File: src/rtl/akf_pkg.sv
// shared types, constants, micro-program and saturation helpers of the altitude filter
`default_nettype none
package akf_pkg;

   localparam int WORD_W  = 48;
   localparam int SHIFT_W = 5;
   localparam int PC_W    = 6;

   typedef logic signed [WORD_W-1:0] word_type;
   typedef logic signed [WORD_W:0]   wide_type;
   typedef logic [PC_W-1:0]          pc_type;

   localparam word_type MAX48 = {1'b0, {(WORD_W-1){1'b1}}};

   localparam logic [1:0] CMD_PREDICT = 2'd0;
   localparam logic [1:0] CMD_UPDATE  = 2'd1;
   localparam logic [1:0] CMD_RESET   = 2'd2;
   localparam logic [1:0] CMD_UNUSED  = 2'd3;

   localparam logic CSR_MEAS_VAR  = 1'b0;
   localparam logic CSR_ACCEL_VAR = 1'b1;

   localparam logic [31:0] MEAS_VAR_RESET  = 32'd102400;
   localparam logic [31:0] ACCEL_VAR_RESET = 32'd256000;
   localparam int          VAR_RESET_INT   = 1500;

   localparam int FRACTION_BITS_DEFAULT = 16;

   typedef enum logic [4:0] {
      SRC_ALT, SRC_SPD, SRC_PZZ, SRC_PZV, SRC_PVV,
      SRC_DT, SRC_QA, SRC_DT2, SRC_DT3, SRC_DT4,
      SRC_T, SRC_TMP, SRC_R, SRC_Y, SRC_KZ, SRC_KV,
      SRC_ALTF, SRC_OFA, SRC_OFV,
      SRC_ACC, SRC_MEAS, SRC_TS, SRC_ALTIN, SRC_ONE, SRC_C256
   } src_type;

   typedef enum logic [2:0] {
      OP_MUL, OP_ADD, OP_SUB, OP_SUM, OP_CHK, OP_DIV, OP_EMIT, OP_END
   } op_type;

   typedef enum logic [1:0] {
      SH_ZERO, SH_EIGHT, SH_SIXTEEN, SH_FRAC
   } sh_type;

   typedef struct packed {
      op_type     op;
      src_type    a;
      src_type    b;
      src_type    dst;
      sh_type     sh;
      logic [1:0] bsh;
   } uop_type;

   localparam pc_type PC_PREDICT = 6'd0;
   localparam pc_type PC_UPDATE  = 6'd21;
   localparam pc_type PC_OUTPUT  = 6'd38;

   function automatic uop_type mk(op_type op, src_type a, src_type b, src_type dst,
                                  sh_type sh, logic [1:0] bsh);
      uop_type u;
      u.op  = op;
      u.a   = a;
      u.b   = b;
      u.dst = dst;
      u.sh  = sh;
      u.bsh = bsh;
      return u;
   endfunction

   function automatic uop_type uop(pc_type pc);
      uop_type u;
      unique case (pc)
         // predict
         6'd0:  u = mk(OP_MUL, SRC_TS,   SRC_ONE,  SRC_DT,   SH_SIXTEEN, 2'd0);
         6'd1:  u = mk(OP_MUL, SRC_ACC,  SRC_ONE,  SRC_QA,   SH_EIGHT,   2'd0);
         6'd2:  u = mk(OP_MUL, SRC_DT,   SRC_DT,   SRC_DT2,  SH_FRAC,    2'd0);
         6'd3:  u = mk(OP_MUL, SRC_DT2,  SRC_DT,   SRC_DT3,  SH_FRAC,    2'd0);
         6'd4:  u = mk(OP_MUL, SRC_DT2,  SRC_DT2,  SRC_DT4,  SH_FRAC,    2'd0);
         6'd5:  u = mk(OP_MUL, SRC_DT,   SRC_PZV,  SRC_T,    SH_FRAC,    2'd0);
         6'd6:  u = mk(OP_MUL, SRC_SPD,  SRC_DT,   SRC_TMP,  SH_FRAC,    2'd0);
         6'd7:  u = mk(OP_ADD, SRC_ALT,  SRC_TMP,  SRC_ALT,  SH_ZERO,    2'd0);
         6'd8:  u = mk(OP_ADD, SRC_PZZ,  SRC_T,    SRC_PZZ,  SH_ZERO,    2'd0);
         6'd9:  u = mk(OP_ADD, SRC_PZZ,  SRC_T,    SRC_PZZ,  SH_ZERO,    2'd0);
         6'd10: u = mk(OP_MUL, SRC_DT2,  SRC_PVV,  SRC_TMP,  SH_FRAC,    2'd0);
         6'd11: u = mk(OP_ADD, SRC_PZZ,  SRC_TMP,  SRC_PZZ,  SH_ZERO,    2'd0);
         6'd12: u = mk(OP_MUL, SRC_QA,   SRC_DT4,  SRC_TMP,  SH_FRAC,    2'd0);
         6'd13: u = mk(OP_ADD, SRC_PZZ,  SRC_TMP,  SRC_PZZ,  SH_ZERO,    2'd2);
         6'd14: u = mk(OP_MUL, SRC_DT,   SRC_PVV,  SRC_TMP,  SH_FRAC,    2'd0);
         6'd15: u = mk(OP_ADD, SRC_PZV,  SRC_TMP,  SRC_PZV,  SH_ZERO,    2'd0);
         6'd16: u = mk(OP_MUL, SRC_QA,   SRC_DT3,  SRC_TMP,  SH_FRAC,    2'd0);
         6'd17: u = mk(OP_ADD, SRC_PZV,  SRC_TMP,  SRC_PZV,  SH_ZERO,    2'd1);
         6'd18: u = mk(OP_MUL, SRC_QA,   SRC_DT2,  SRC_TMP,  SH_FRAC,    2'd0);
         6'd19: u = mk(OP_ADD, SRC_PVV,  SRC_TMP,  SRC_PVV,  SH_ZERO,    2'd0);
         6'd20: u = mk(OP_END, SRC_ALT,  SRC_ALT,  SRC_ALT,  SH_ZERO,    2'd0);
         // update
         6'd21: u = mk(OP_MUL, SRC_MEAS, SRC_ONE,  SRC_R,    SH_EIGHT,   2'd0);
         6'd22: u = mk(OP_SUM, SRC_PZZ,  SRC_R,    SRC_R,    SH_ZERO,    2'd0);
         6'd23: u = mk(OP_CHK, SRC_ALT,  SRC_ALT,  SRC_ALT,  SH_ZERO,    2'd0);
         6'd24: u = mk(OP_MUL, SRC_ALTIN,SRC_ONE,  SRC_ALTF, SH_ZERO,    2'd0);
         6'd25: u = mk(OP_SUB, SRC_ALTF, SRC_ALT,  SRC_Y,    SH_ZERO,    2'd0);
         6'd26: u = mk(OP_DIV, SRC_PZZ,  SRC_PZZ,  SRC_KZ,   SH_ZERO,    2'd0);
         6'd27: u = mk(OP_DIV, SRC_PZV,  SRC_PZV,  SRC_KV,   SH_ZERO,    2'd0);
         6'd28: u = mk(OP_MUL, SRC_KZ,   SRC_Y,    SRC_TMP,  SH_FRAC,    2'd0);
         6'd29: u = mk(OP_ADD, SRC_ALT,  SRC_TMP,  SRC_ALT,  SH_ZERO,    2'd0);
         6'd30: u = mk(OP_MUL, SRC_KV,   SRC_Y,    SRC_TMP,  SH_FRAC,    2'd0);
         6'd31: u = mk(OP_ADD, SRC_SPD,  SRC_TMP,  SRC_SPD,  SH_ZERO,    2'd0);
         6'd32: u = mk(OP_MUL, SRC_PZV,  SRC_KV,   SRC_TMP,  SH_FRAC,    2'd0);
         6'd33: u = mk(OP_SUB, SRC_PVV,  SRC_TMP,  SRC_PVV,  SH_ZERO,    2'd0);
         6'd34: u = mk(OP_MUL, SRC_PZV,  SRC_KZ,   SRC_TMP,  SH_FRAC,    2'd0);
         6'd35: u = mk(OP_SUB, SRC_PZV,  SRC_TMP,  SRC_PZV,  SH_ZERO,    2'd0);
         6'd36: u = mk(OP_MUL, SRC_PZZ,  SRC_KZ,   SRC_TMP,  SH_FRAC,    2'd0);
         6'd37: u = mk(OP_SUB, SRC_PZZ,  SRC_TMP,  SRC_PZZ,  SH_ZERO,    2'd0);
         // output scaling
         6'd38: u = mk(OP_MUL, SRC_ALT,  SRC_C256, SRC_OFA,  SH_FRAC,    2'd0);
         6'd39: u = mk(OP_MUL, SRC_SPD,  SRC_C256, SRC_OFV,  SH_FRAC,    2'd0);
         6'd40: u = mk(OP_EMIT, SRC_ALT, SRC_ALT,  SRC_ALT,  SH_ZERO,    2'd0);
         default: u = mk(OP_END, SRC_ALT, SRC_ALT, SRC_ALT,  SH_ZERO,    2'd0);
      endcase
      return u;
   endfunction

   function automatic word_type sat48(wide_type x);
      wide_type hi;
      wide_type lo;
      hi = {1'b0, MAX48};
      lo = -hi;
      if (x > hi) return MAX48;
      else if (x < lo) return -MAX48;
      else return x[WORD_W-1:0];
   endfunction

   function automatic logic [WORD_W-1:0] mag(word_type x);
      return x[WORD_W-1] ? WORD_W'(-x) : WORD_W'(x);
   endfunction

endpackage
`default_nettype wire

File: src/rtl/akf_mul.sv
// shared signed multiplier: 48x48 magnitudes in four 24x24 partial products, shift, saturate
`default_nettype none
module akf_mul (
   input  wire logic                           clock,
   input  wire logic                           reset,
   input  wire logic                           start,
   input  wire akf_pkg::word_type              op_a,
   input  wire akf_pkg::word_type              op_b,
   input  wire logic [akf_pkg::SHIFT_W-1:0]    shift,
   output logic                                done,
   output akf_pkg::word_type                   product
);
   import akf_pkg::*;

   localparam int HALF_W = WORD_W / 2;
   localparam int ACC_W  = 2 * WORD_W;

   logic [WORD_W-1:0]  ua_ff, ua_in;
   logic [WORD_W-1:0]  ub_ff, ub_in;
   logic               neg_ff, neg_in;
   logic [SHIFT_W-1:0] sh_ff, sh_in;
   logic [ACC_W-1:0]   acc_ff, acc_in;
   logic [2:0]         cnt_ff, cnt_in;
   logic               busy_ff, busy_in;
   logic               done_ff, done_in;
   word_type           prod_ff, prod_in;

   logic [HALF_W-1:0]  pa;
   logic [HALF_W-1:0]  pb;
   logic [WORD_W-1:0]  pp;
   logic [ACC_W-1:0]   pp_pos;
   logic [ACC_W-1:0]   shifted;
   logic [WORD_W-2:0]  mag_r;

   always_comb begin
      pa      = cnt_ff[1] ? ua_ff[WORD_W-1:HALF_W] : ua_ff[HALF_W-1:0];
      pb      = cnt_ff[0] ? ub_ff[WORD_W-1:HALF_W] : ub_ff[HALF_W-1:0];
      pp      = pa * pb;
      unique case (cnt_ff[1:0])
         2'd0:    pp_pos = ACC_W'(pp);
         2'd3:    pp_pos = ACC_W'(pp) << WORD_W;
         default: pp_pos = ACC_W'(pp) << HALF_W;
      endcase
      shifted = acc_ff >> sh_ff;
      mag_r   = (|shifted[ACC_W-1:WORD_W-1]) ? MAX48[WORD_W-2:0] : shifted[WORD_W-2:0];

      ua_in   = ua_ff;
      ub_in   = ub_ff;
      neg_in  = neg_ff;
      sh_in   = sh_ff;
      acc_in  = acc_ff;
      cnt_in  = cnt_ff;
      busy_in = busy_ff;
      done_in = 1'b0;
      prod_in = prod_ff;
      if (start) begin
         ua_in   = mag(op_a);
         ub_in   = mag(op_b);
         neg_in  = op_a[WORD_W-1] ^ op_b[WORD_W-1];
         sh_in   = shift;
         acc_in  = '0;
         cnt_in  = '0;
         busy_in = 1'b1;
      end else if (busy_ff) begin
         if (cnt_ff[2]) begin
            busy_in = 1'b0;
            done_in = 1'b1;
            prod_in = neg_ff ? -word_type'({1'b0, mag_r}) : word_type'({1'b0, mag_r});
         end else begin
            acc_in = acc_ff + pp_pos;
            cnt_in = cnt_ff + 3'd1;
         end
      end
   end

   always_ff @(posedge clock) begin
      if (reset) begin
         busy_ff <= 1'b0;
         done_ff <= 1'b0;
         cnt_ff  <= '0;
      end else begin
         busy_ff <= busy_in;
         done_ff <= done_in;
         cnt_ff  <= cnt_in;
      end
      ua_ff   <= ua_in;
      ub_ff   <= ub_in;
      neg_ff  <= neg_in;
      sh_ff   <= sh_in;
      acc_ff  <= acc_in;
      prod_ff <= prod_in;
   end

   assign done    = done_ff;
   assign product = prod_ff;

endmodule
`default_nettype wire

File: src/rtl/akf_div.sv
// restoring divider for the gain: (|num| << FRACTION_BITS) / den, one bit a cycle, saturated
`default_nettype none
module akf_div #(
   parameter int FRACTION_BITS = akf_pkg::FRACTION_BITS_DEFAULT
) (
   input  wire logic               clock,
   input  wire logic               reset,
   input  wire logic               start,
   input  wire akf_pkg::word_type  num,
   input  wire akf_pkg::wide_type  den,
   output logic                    done,
   output akf_pkg::word_type       quotient
);
   import akf_pkg::*;

   localparam int N_BITS = WORD_W + FRACTION_BITS;
   localparam int CNT_W  = $clog2(N_BITS + 1);
   localparam int REM_W  = WORD_W + 2;

   logic [N_BITS-1:0] qd_ff, qd_in;
   logic [REM_W-2:0]  rem_ff, rem_in;
   logic [WORD_W:0]   den_ff, den_in;
   logic              neg_ff, neg_in;
   logic [CNT_W-1:0]  cnt_ff, cnt_in;
   logic              busy_ff, busy_in;
   logic              done_ff, done_in;
   word_type          quo_ff, quo_in;

   logic [REM_W-1:0]  rem_sh;
   logic [REM_W-1:0]  rem_sub;
   logic              take;
   logic [WORD_W-2:0] mag_q;

   always_comb begin
      rem_sh  = {rem_ff, qd_ff[N_BITS-1]};
      rem_sub = rem_sh - REM_W'(den_ff);
      take    = rem_sh >= REM_W'(den_ff);
      mag_q   = (|qd_ff[N_BITS-1:WORD_W-1]) ? MAX48[WORD_W-2:0] : qd_ff[WORD_W-2:0];

      qd_in   = qd_ff;
      rem_in  = rem_ff;
      den_in  = den_ff;
      neg_in  = neg_ff;
      cnt_in  = cnt_ff;
      busy_in = busy_ff;
      done_in = 1'b0;
      quo_in  = quo_ff;
      if (start) begin
         qd_in   = {mag(num), {FRACTION_BITS{1'b0}}};
         rem_in  = '0;
         den_in  = den;
         neg_in  = num[WORD_W-1];
         cnt_in  = CNT_W'(N_BITS);
         busy_in = 1'b1;
      end else if (busy_ff) begin
         if (cnt_ff == '0) begin
            busy_in = 1'b0;
            done_in = 1'b1;
            quo_in  = neg_ff ? -word_type'({1'b0, mag_q}) : word_type'({1'b0, mag_q});
         end else begin
            // remainder stays below den, so it fits one bit under the compare width
            rem_in = take ? rem_sub[REM_W-2:0] : rem_sh[REM_W-2:0];
            qd_in  = {qd_ff[N_BITS-2:0], take};
            cnt_in = cnt_ff - CNT_W'(1);
         end
      end
   end

   always_ff @(posedge clock) begin
      if (reset) begin
         busy_ff <= 1'b0;
         done_ff <= 1'b0;
         cnt_ff  <= '0;
      end else begin
         busy_ff <= busy_in;
         done_ff <= done_in;
         cnt_ff  <= cnt_in;
      end
      qd_ff  <= qd_in;
      rem_ff <= rem_in;
      den_ff <= den_in;
      neg_ff <= neg_in;
      quo_ff <= quo_in;
   end

   assign done     = done_ff;
   assign quotient = quo_ff;

endmodule
`default_nettype wire

File: src/rtl/altitude_velocity_kalman_filter_unit.sv
// top level of the altitude and vertical speed filter: sequencer, state and shared units
//
//  channel  direction  handshake            payload
//  req      in         req_tvalid/tready    tuser: command; tdata: altitude_cm, time_step
//  rsp      out        rsp_tvalid/tready    tdata: filtered_altitude, vertical_speed
//  csr      in         csr_valid/csr_ready  csr_index, csr_wdata
//
// a reset command is applied as it is accepted; a predict and an update run their
// micro-programs, each multiply in the shared multiplier and each of the two gain
// divisions in the bit-serial divider.
// req_tready is low while a command runs; a result waits in the output register and
// the next item is taken meanwhile, only the emit step waits for rsp_tready.
// reset clears control state and the estimates, and loads the covariance and the CSR registers with their reset values.
`default_nettype none
module altitude_velocity_kalman_filter_unit #(
   parameter int FRACTION_BITS = akf_pkg::FRACTION_BITS_DEFAULT
) (
   input  wire logic        clock,
   input  wire logic        reset,
   input  wire logic        req_tvalid,
   output logic             req_tready,
   input  wire logic [1:0]  req_tuser,   // command
   input  wire logic [39:0] req_tdata,   // altitude_cm [20:0], time_step [36:21]
   output logic             rsp_tvalid,
   input  wire logic        rsp_tready,
   output logic [55:0]      rsp_tdata,   // filtered_altitude [31:0], vertical_speed [55:32]
   input  wire logic        csr_valid,
   output logic             csr_ready,
   input  wire logic        csr_index,
   input  wire logic [31:0] csr_wdata
);
   import akf_pkg::*;

   localparam word_type ONE_C     = word_type'(1) <<< FRACTION_BITS;
   localparam word_type C256      = word_type'(256);
   localparam word_type VAR_RESET = word_type'(VAR_RESET_INT) <<< FRACTION_BITS;

   typedef enum logic [2:0] {
      ST_IDLE = 3'b001,
      ST_RUN  = 3'b010,
      ST_WAIT = 3'b100
   } state_type;

   state_type   state_ff, state_in;
   pc_type      pc_ff, pc_in;
   logic [31:0] meas_ff, meas_in;
   logic [31:0] acc_ff, acc_in;
   logic [15:0] ts_ff, ts_in;
   logic [20:0] altin_ff, altin_in;
   wide_type    s_ff, s_in;
   word_type    alt_ff, alt_in, spd_ff, spd_in, pzz_ff, pzz_in, pzv_ff, pzv_in;
   word_type    pvv_ff, pvv_in;
   word_type    dt_ff, dt_in, qa_ff, qa_in, dt2_ff, dt2_in, dt3_ff, dt3_in;
   word_type    dt4_ff, dt4_in, t_ff, t_in, tmp_ff, tmp_in, r_ff, r_in, y_ff, y_in;
   word_type    kz_ff, kz_in, kv_ff, kv_in, altf_ff, altf_in, ofa_ff, ofa_in;
   word_type    ofv_ff, ofv_in;
   logic        rsp_tvalid_ff, rsp_tvalid_in;
   logic [55:0] rsp_tdata_ff, rsp_tdata_in;

   uop_type            u;
   word_type           va, vb, vb_sh, wr_data;
   logic               wr_en;
   logic               req_acc;
   logic               mul_start, div_start, mul_done, div_done;
   word_type           mul_p, div_q;
   logic [SHIFT_W-1:0] mul_sh;

   function automatic word_type pick(src_type s, word_type alt, word_type spd,
                                     word_type pzz, word_type pzv, word_type pvv,
                                     word_type dt, word_type qa, word_type dt2,
                                     word_type dt3, word_type dt4, word_type t,
                                     word_type tmp, word_type r, word_type y,
                                     word_type kz, word_type kv, word_type altf,
                                     word_type ofa, word_type ofv, logic [31:0] acc,
                                     logic [31:0] meas, logic [15:0] ts,
                                     logic [20:0] altin);
      word_type v;
      unique case (s)
         SRC_ALT:   v = alt;
         SRC_SPD:   v = spd;
         SRC_PZZ:   v = pzz;
         SRC_PZV:   v = pzv;
         SRC_PVV:   v = pvv;
         SRC_DT:    v = dt;
         SRC_QA:    v = qa;
         SRC_DT2:   v = dt2;
         SRC_DT3:   v = dt3;
         SRC_DT4:   v = dt4;
         SRC_T:     v = t;
         SRC_TMP:   v = tmp;
         SRC_R:     v = r;
         SRC_Y:     v = y;
         SRC_KZ:    v = kz;
         SRC_KV:    v = kv;
         SRC_ALTF:  v = altf;
         SRC_OFA:   v = ofa;
         SRC_OFV:   v = ofv;
         SRC_ACC:   v = word_type'({16'd0, acc});
         SRC_MEAS:  v = word_type'({16'd0, meas});
         SRC_TS:    v = word_type'({32'd0, ts});
         SRC_ALTIN: v = word_type'({{27{altin[20]}}, altin});
         SRC_ONE:   v = ONE_C;
         SRC_C256:  v = C256;
         default:   v = '0;
      endcase
      return v;
   endfunction

   function automatic logic [31:0] clamp32(word_type x);
      if (x > word_type'(32'sh7FFFFFFF)) return 32'h7FFFFFFF;
      else if (x < -word_type'(33'sh080000000)) return 32'h80000000;
      else return x[31:0];
   endfunction

   function automatic logic [23:0] clamp24(word_type x);
      if (x > word_type'(24'sh7FFFFF)) return 24'h7FFFFF;
      else if (x < -word_type'(25'sh0800000)) return 24'h800000;
      else return x[23:0];
   endfunction

   akf_mul u_mul (
      .clock   (clock),
      .reset   (reset),
      .start   (mul_start),
      .op_a    (va),
      .op_b    (vb),
      .shift   (mul_sh),
      .done    (mul_done),
      .product (mul_p)
   );

   akf_div #(
      .FRACTION_BITS (FRACTION_BITS)
   ) u_div (
      .clock    (clock),
      .reset    (reset),
      .start    (div_start),
      .num      (va),
      .den      (s_ff),
      .done     (div_done),
      .quotient (div_q)
   );

   always_comb begin
      u  = uop(pc_ff);
      va = pick(u.a, alt_ff, spd_ff, pzz_ff, pzv_ff, pvv_ff, dt_ff, qa_ff, dt2_ff, dt3_ff,
                dt4_ff, t_ff, tmp_ff, r_ff, y_ff, kz_ff, kv_ff, altf_ff, ofa_ff, ofv_ff,
                acc_ff, meas_ff, ts_ff, altin_ff);
      vb = pick(u.b, alt_ff, spd_ff, pzz_ff, pzv_ff, pvv_ff, dt_ff, qa_ff, dt2_ff, dt3_ff,
                dt4_ff, t_ff, tmp_ff, r_ff, y_ff, kz_ff, kv_ff, altf_ff, ofa_ff, ofv_ff,
                acc_ff, meas_ff, ts_ff, altin_ff);
      vb_sh = vb >>> u.bsh;
      unique case (u.sh)
         SH_ZERO:    mul_sh = SHIFT_W'(0);
         SH_EIGHT:   mul_sh = SHIFT_W'(8);
         SH_SIXTEEN: mul_sh = SHIFT_W'(16);
         SH_FRAC:    mul_sh = SHIFT_W'(FRACTION_BITS);
         default:    mul_sh = SHIFT_W'(0);
      endcase

      req_acc    = req_tvalid && req_tready;
      mul_start  = (state_ff == ST_RUN) && (u.op == OP_MUL);
      div_start  = (state_ff == ST_RUN) && (u.op == OP_DIV);

      state_in      = state_ff;
      pc_in         = pc_ff;
      s_in          = s_ff;
      ts_in         = ts_ff;
      altin_in      = altin_ff;
      rsp_tdata_in  = rsp_tdata_ff;
      rsp_tvalid_in = rsp_tvalid_ff && !rsp_tready;
      wr_en         = 1'b0;
      wr_data       = '0;

      meas_in = meas_ff;
      acc_in  = acc_ff;
      if (csr_valid) begin
         unique case (csr_index)
            CSR_MEAS_VAR:  meas_in = csr_wdata;
            CSR_ACCEL_VAR: acc_in  = csr_wdata;
            default:       meas_in = meas_ff;
         endcase
      end

      alt_in = alt_ff; spd_in = spd_ff; pzz_in = pzz_ff; pzv_in = pzv_ff; pvv_in = pvv_ff;
      dt_in = dt_ff; qa_in = qa_ff; dt2_in = dt2_ff; dt3_in = dt3_ff; dt4_in = dt4_ff;
      t_in = t_ff; tmp_in = tmp_ff; r_in = r_ff; y_in = y_ff; kz_in = kz_ff; kv_in = kv_ff;
      altf_in = altf_ff; ofa_in = ofa_ff; ofv_in = ofv_ff;

      unique case (state_ff)
         ST_IDLE: begin
            if (req_acc) begin
               ts_in    = req_tdata[36:21];
               altin_in = req_tdata[20:0];
               priority if (req_tuser == CMD_RESET) begin
                  alt_in = word_type'({{27{req_tdata[20]}}, req_tdata[20:0]}) <<< FRACTION_BITS;
                  spd_in = '0;
                  pzz_in = VAR_RESET;
                  pzv_in = '0;
                  pvv_in = VAR_RESET;
               end else if (req_tuser == CMD_PREDICT) begin
                  pc_in    = PC_PREDICT;
                  state_in = ST_RUN;
               end else if (req_tuser == CMD_UPDATE) begin
                  pc_in    = PC_UPDATE;
                  state_in = ST_RUN;
               end else begin
                  // unused command: dropped
                  state_in = ST_IDLE;
               end
            end
         end
         ST_RUN: begin
            unique case (u.op)
               OP_MUL, OP_DIV: state_in = ST_WAIT;
               OP_ADD: begin
                  wr_en   = 1'b1;
                  wr_data = sat48(wide_type'(va) + wide_type'(vb_sh));
                  pc_in   = pc_ff + PC_W'(1);
               end
               OP_SUB: begin
                  wr_en   = 1'b1;
                  wr_data = sat48(wide_type'(va) - wide_type'(vb));
                  pc_in   = pc_ff + PC_W'(1);
               end
               OP_SUM: begin
                  // innovation variance, kept unsaturated as the divisor
                  s_in  = wide_type'(va) + wide_type'(vb);
                  pc_in = pc_ff + PC_W'(1);
               end
               OP_CHK: begin
                  if (s_ff[WORD_W] || s_ff == '0) pc_in = PC_OUTPUT;
                  else pc_in = pc_ff + PC_W'(1);
               end
               OP_EMIT: begin
                  if (!rsp_tvalid_ff || rsp_tready) begin
                     rsp_tdata_in  = {clamp24(ofv_ff), clamp32(ofa_ff)};
                     rsp_tvalid_in = 1'b1;
                     state_in      = ST_IDLE;
                  end
               end
               OP_END: state_in = ST_IDLE;
               default: state_in = ST_IDLE;
            endcase
         end
         ST_WAIT: begin
            if (mul_done || div_done) begin
               wr_en    = 1'b1;
               wr_data  = div_done ? div_q : mul_p;
               pc_in    = pc_ff + PC_W'(1);
               state_in = ST_RUN;
            end
         end
         default: state_in = ST_IDLE;
      endcase

      if (wr_en) begin
         unique case (u.dst)
            SRC_ALT:  alt_in  = wr_data;
            SRC_SPD:  spd_in  = wr_data;
            SRC_PZZ:  pzz_in  = wr_data;
            SRC_PZV:  pzv_in  = wr_data;
            SRC_PVV:  pvv_in  = wr_data;
            SRC_DT:   dt_in   = wr_data;
            SRC_QA:   qa_in   = wr_data;
            SRC_DT2:  dt2_in  = wr_data;
            SRC_DT3:  dt3_in  = wr_data;
            SRC_DT4:  dt4_in  = wr_data;
            SRC_T:    t_in    = wr_data;
            SRC_TMP:  tmp_in  = wr_data;
            SRC_R:    r_in    = wr_data;
            SRC_Y:    y_in    = wr_data;
            SRC_KZ:   kz_in   = wr_data;
            SRC_KV:   kv_in   = wr_data;
            SRC_ALTF: altf_in = wr_data;
            SRC_OFA:  ofa_in  = wr_data;
            SRC_OFV:  ofv_in  = wr_data;
            default:  tmp_in  = tmp_ff;
         endcase
      end
   end

   always_ff @(posedge clock) begin
      if (reset) begin
         state_ff      <= ST_IDLE;
         pc_ff         <= PC_PREDICT;
         rsp_tvalid_ff <= 1'b0;
         meas_ff       <= MEAS_VAR_RESET;
         acc_ff        <= ACCEL_VAR_RESET;
         alt_ff        <= '0;
         spd_ff        <= '0;
         pzz_ff        <= VAR_RESET;
         pzv_ff        <= '0;
         pvv_ff        <= VAR_RESET;
      end else begin
         state_ff      <= state_in;
         pc_ff         <= pc_in;
         rsp_tvalid_ff <= rsp_tvalid_in;
         meas_ff       <= meas_in;
         acc_ff        <= acc_in;
         alt_ff        <= alt_in;
         spd_ff        <= spd_in;
         pzz_ff        <= pzz_in;
         pzv_ff        <= pzv_in;
         pvv_ff        <= pvv_in;
      end
      s_ff         <= s_in;
      ts_ff        <= ts_in;
      altin_ff     <= altin_in;
      rsp_tdata_ff <= rsp_tdata_in;
      dt_ff   <= dt_in;
      qa_ff   <= qa_in;
      dt2_ff  <= dt2_in;
      dt3_ff  <= dt3_in;
      dt4_ff  <= dt4_in;
      t_ff    <= t_in;
      tmp_ff  <= tmp_in;
      r_ff    <= r_in;
      y_ff    <= y_in;
      kz_ff   <= kz_in;
      kv_ff   <= kv_in;
      altf_ff <= altf_in;
      ofa_ff  <= ofa_in;
      ofv_ff  <= ofv_in;
   end

   assign req_tready = (state_ff == ST_IDLE);
   assign rsp_tvalid = rsp_tvalid_ff;
   assign rsp_tdata  = rsp_tdata_ff;
   assign csr_ready  = 1'b1;

endmodule
`default_nettype wire

File: config.mk
export PLATFORM = sky130hd
export DESIGN_NAME = altitude_velocity_kalman_filter_unit
export DESIGN_NICKNAME = d
export VERILOG_FILES = /design/src/rtl/akf_pkg.sv /design/src/rtl/akf_mul.sv /design/src/rtl/akf_div.sv /design/src/rtl/altitude_velocity_kalman_filter_unit.sv
export SDC_FILE = /design/constraint.sdc
export NUM_CORES = 2
export LEC_CHECK = 0
export BUFFER_PORTS_ARGS = -buffer_cell sky130_fd_sc_hd__buf_2
export CAP_MARGIN = 20
export CORE_MARGIN = 3
export CORE_UTILIZATION = 41
export CTS_CLUSTER_SIZE = 28
export DETAILED_ROUTE_END_ITERATION = 12
export PLACE_DENSITY = 0.55
export SETUP_SLACK_MARGIN = 0.1
export SLEW_MARGIN = 0
export SYNTH_ARGS = -nofsm -noshare
export SYNTH_HDL_FRONTEND = slang
export SYNTH_SLANG_ARGS = --single-unit
export TNS_END_PERCENT = 30
File: constraint.sdc
create_clock -name clock -period 22.3 [get_ports clock]
set_input_delay 4.46 -clock clock [delete_from_list [all_inputs] [get_ports clock]]
set_output_delay 4.46 -clock clock [all_outputs]
set_load 0.005 [all_outputs]
==> out/qor.yml <==
ant_nets: 0
layout_common_cells: "1642 x nand2_1, 1107 x edfxtp_1, 847 x nor2_1, 847 x inv_1, 815 x a22oi_1"
core-area_um2: 271000
cts_made_buffers: 185
syn_area_per_cell_um2: 9.21
cts_root_buf: "clkbuf_16"
slowest_delay_ns: 0.98
first_pass_iters: 10
cts_buffer_depth: 4
grtUsageTotal: 0.373
initial_core_util: 0.413
grt_setup_unrepaired: "false"
cts_sinks: 1618
htree_levels: 4
post_route_cells_drive_above_1_share: 0.0829
numPortBuffers: 134
wl_mm: 540
post-cts-setup-buffers: 0
post-route-drc-count: 0
synth-edff-count: 1107
routedWlPerCell_um: 34.4
worst_slew_pin_slew_ns: 1.24
rr_endpoint: "u_mul.acc_ff[95]"
antenna_found_initial: 23
routed_via_density: 6.65
final-hold-violation-count: 0
cts_tree: "done"
ys_warn_count: 0
min_path_type: "reg2reg"
fmax_ghz: 0.0739
syn_area_um2: 112000
outcome: "complete, no violations"
cts_resized: 0
rr_worst_depth: 42
hold_depth: 0
cp_slowest_cell: "mux2i_2"
crit_required_ns: 23.09
skew_ns: 0.156
period_share: 0.607
clk_latency_ns: 0.94
area_growth_pct: 9.79
grt-ovfl-total: 0
setup_viol: 0
grt_pass1_wl_mm: 753
grt_max_degree: 88
start_kind: "flip-flop"
ys.flop_type: "edfxtp_1"
dieHeight_um: 529
yosys.cell_types.count: 100
dp_hpwl_mm: 380
dieArea_um2: 280000
fin_setup_tns_ns: 0
worstSetupEndpointType: "flip-flop"
cap_violations: 0
rows: 191
syn-num-nets: 13200
r2r_setup_slack_ns: 8.76
critPathMaxFanout: 41
r2r-start: "u_mul.cnt_ff[0]"
drt_iter0_drc: 16000
postCtsHoldBufs: 0
crit_family: "compound AO/OA/AOI/OAI gates"
nets: 13000
via_count: 105000
min_to: "u_div.den_ff[17]"
final_common_cell: "nand2_1"
clk_pin_slew_ns: 0.06
cp.arrival_ns: 14.33
fillers: 26000
cp_common_cell: "fa_1"
netlist_instances: 12200
crit_type: "reg2reg"
grt_pass1_vias: 100000
cp_num_buf_inv: 5
fin_crit_ns: 13.54
die_w_um: 529
synth-seq-area-share: 0.387
worstHoldStart: "s_ff[17]"
synth-seq-cells: 1618
crit_cells: 42
slew_viol_final: 0
synthArstFlopShare: 0
relSlewSlack: 0.171
num_io_pins: 139
place.gp.congestion: 1.02
## sequential cells by signal, indices dropped and copies added (netlist names), 49 cells and up
signal	flops
u_mul.acc_ff	96
u_div.qd_ff	64
rsp_tdata	56
s_ff	49
u_div.den_ff	49
u_div.rem_ff	49
## routing by layer
layer / wire (µm) / share of wire / global-route usage / up-vias
met5: 146 / 0.00027 / 0.000866 / -
met4: 45400 / 0.084 / 0.257 / 14
met3: 63600 / 0.12 / 0.105 / 2072
met2: 235000 / 0.44 / 0.575 / 7429
met1: 196000 / 0.36 / 0.452 / 51400
li1: - / - / - / 43600
## layout make-up
cell class	count	area [µm²]	area share
multi-input combinational	8901	63000	0.511
tap	3570	4470	0.0363
clock inverter	116	1110	0.00904
clock buffer	225	4950	0.0402
inverter	856	3220	0.0262
antenna	12	30.0	0.000244
sequential	1618	43500	0.353
timing repair buffer	431	2980	0.0242
## worst max-delay path by stage
stage	startpoint	to
2_1_floorplan	u_mul.cnt_ff[1]	u_mul.acc_ff[94]
3_3_place_gp	u_mul.cnt_ff[0]	u_mul.acc_ff[95]
3_5_place_dp	u_mul.cnt_ff[0]	u_mul.acc_ff[95]
4_1_cts	u_mul.cnt_ff[0]	u_mul.acc_ff[95]
5_1_grt	u_mul.cnt_ff[0]	u_mul.acc_ff[95]
6_report	u_mul.cnt_ff[0]	u_mul.acc_ff[95]
## worst register-to-register path: cells and delay by family (launching register included)
kind,cells,cell delay [ns]
compound gates,22,5.41
fa+ha+maj,9,4.52
mux,1,1.04
simple gates,3,0.82
buf+inv,5,0.75
xor+xnor,2,0.59
flops,1,0.33
## logic make-up (layout without fill, tap and decap cells)
kind of cell | Yosys count | in the layout | share of synthesized area
flops | 1618 | 1618 | 0.387
buf+inv | 1666 | 1628 | 0.0562
fa+ha+maj | 979 | 979 | 0.141
other cells | 1 | 13 | 0.0000334
simple gates | 3980 | 3980 | 0.163
compound gates | 3246 | 3246 | 0.193
xor+xnor | 401 | 401 | 0.0313
mux | 294 | 294 | 0.0273
## synthesized netlist by cell type (93+ instances only)
master	n	area, µm²
nand2_1	1643	6170
edfxtp_1	1107	33200
nor2_1	866	3250
inv_1	850	3190
a22oi_1	815	6120
a21oi_1	760	3800
clkbuf_1	690	2590
o21ai_0	568	2840
dfxtp_1	511	10200
fa_1	487	9750
ha_1	481	6020
nand3_1	311	1560
xnor2_1	262	2290
nand4_1	256	1600
mux2i_1	212	2120
nor3_1	178	891
a21o_1	156	1170
a22o_1	155	1360
xor2_1	139	1220
and2_1	112	701
and3_1	111	694
buf_1	97	364
nor4_1	93	582
or3_1	93	582
## stage by stage
step | std cells | util | setup WS, ns | hold WS, ns | cell area [µm²]
2_1_floorplan | 12200 | - | 10.91 | 0.426 | 112000
3_3_place_gp | 15400 | 0.431 | 8.91 | 0.416 | 117000
3_5_place_dp | 15400 | 0.431 | 8.91 | 0.433 | 117000
4_1_cts | 15700 | 0.454 | 8.92 | 0.430 | 123000
5_1_grt | 15700 | 0.454 | 8.05 | 0.456 | 123000
6_report | 15700 | 0.454 | 8.76 | 0.433 | 123000
Power is not shown: default switching activity piles up to over one toggle a cycle in this logic, so the estimate is an artifact.
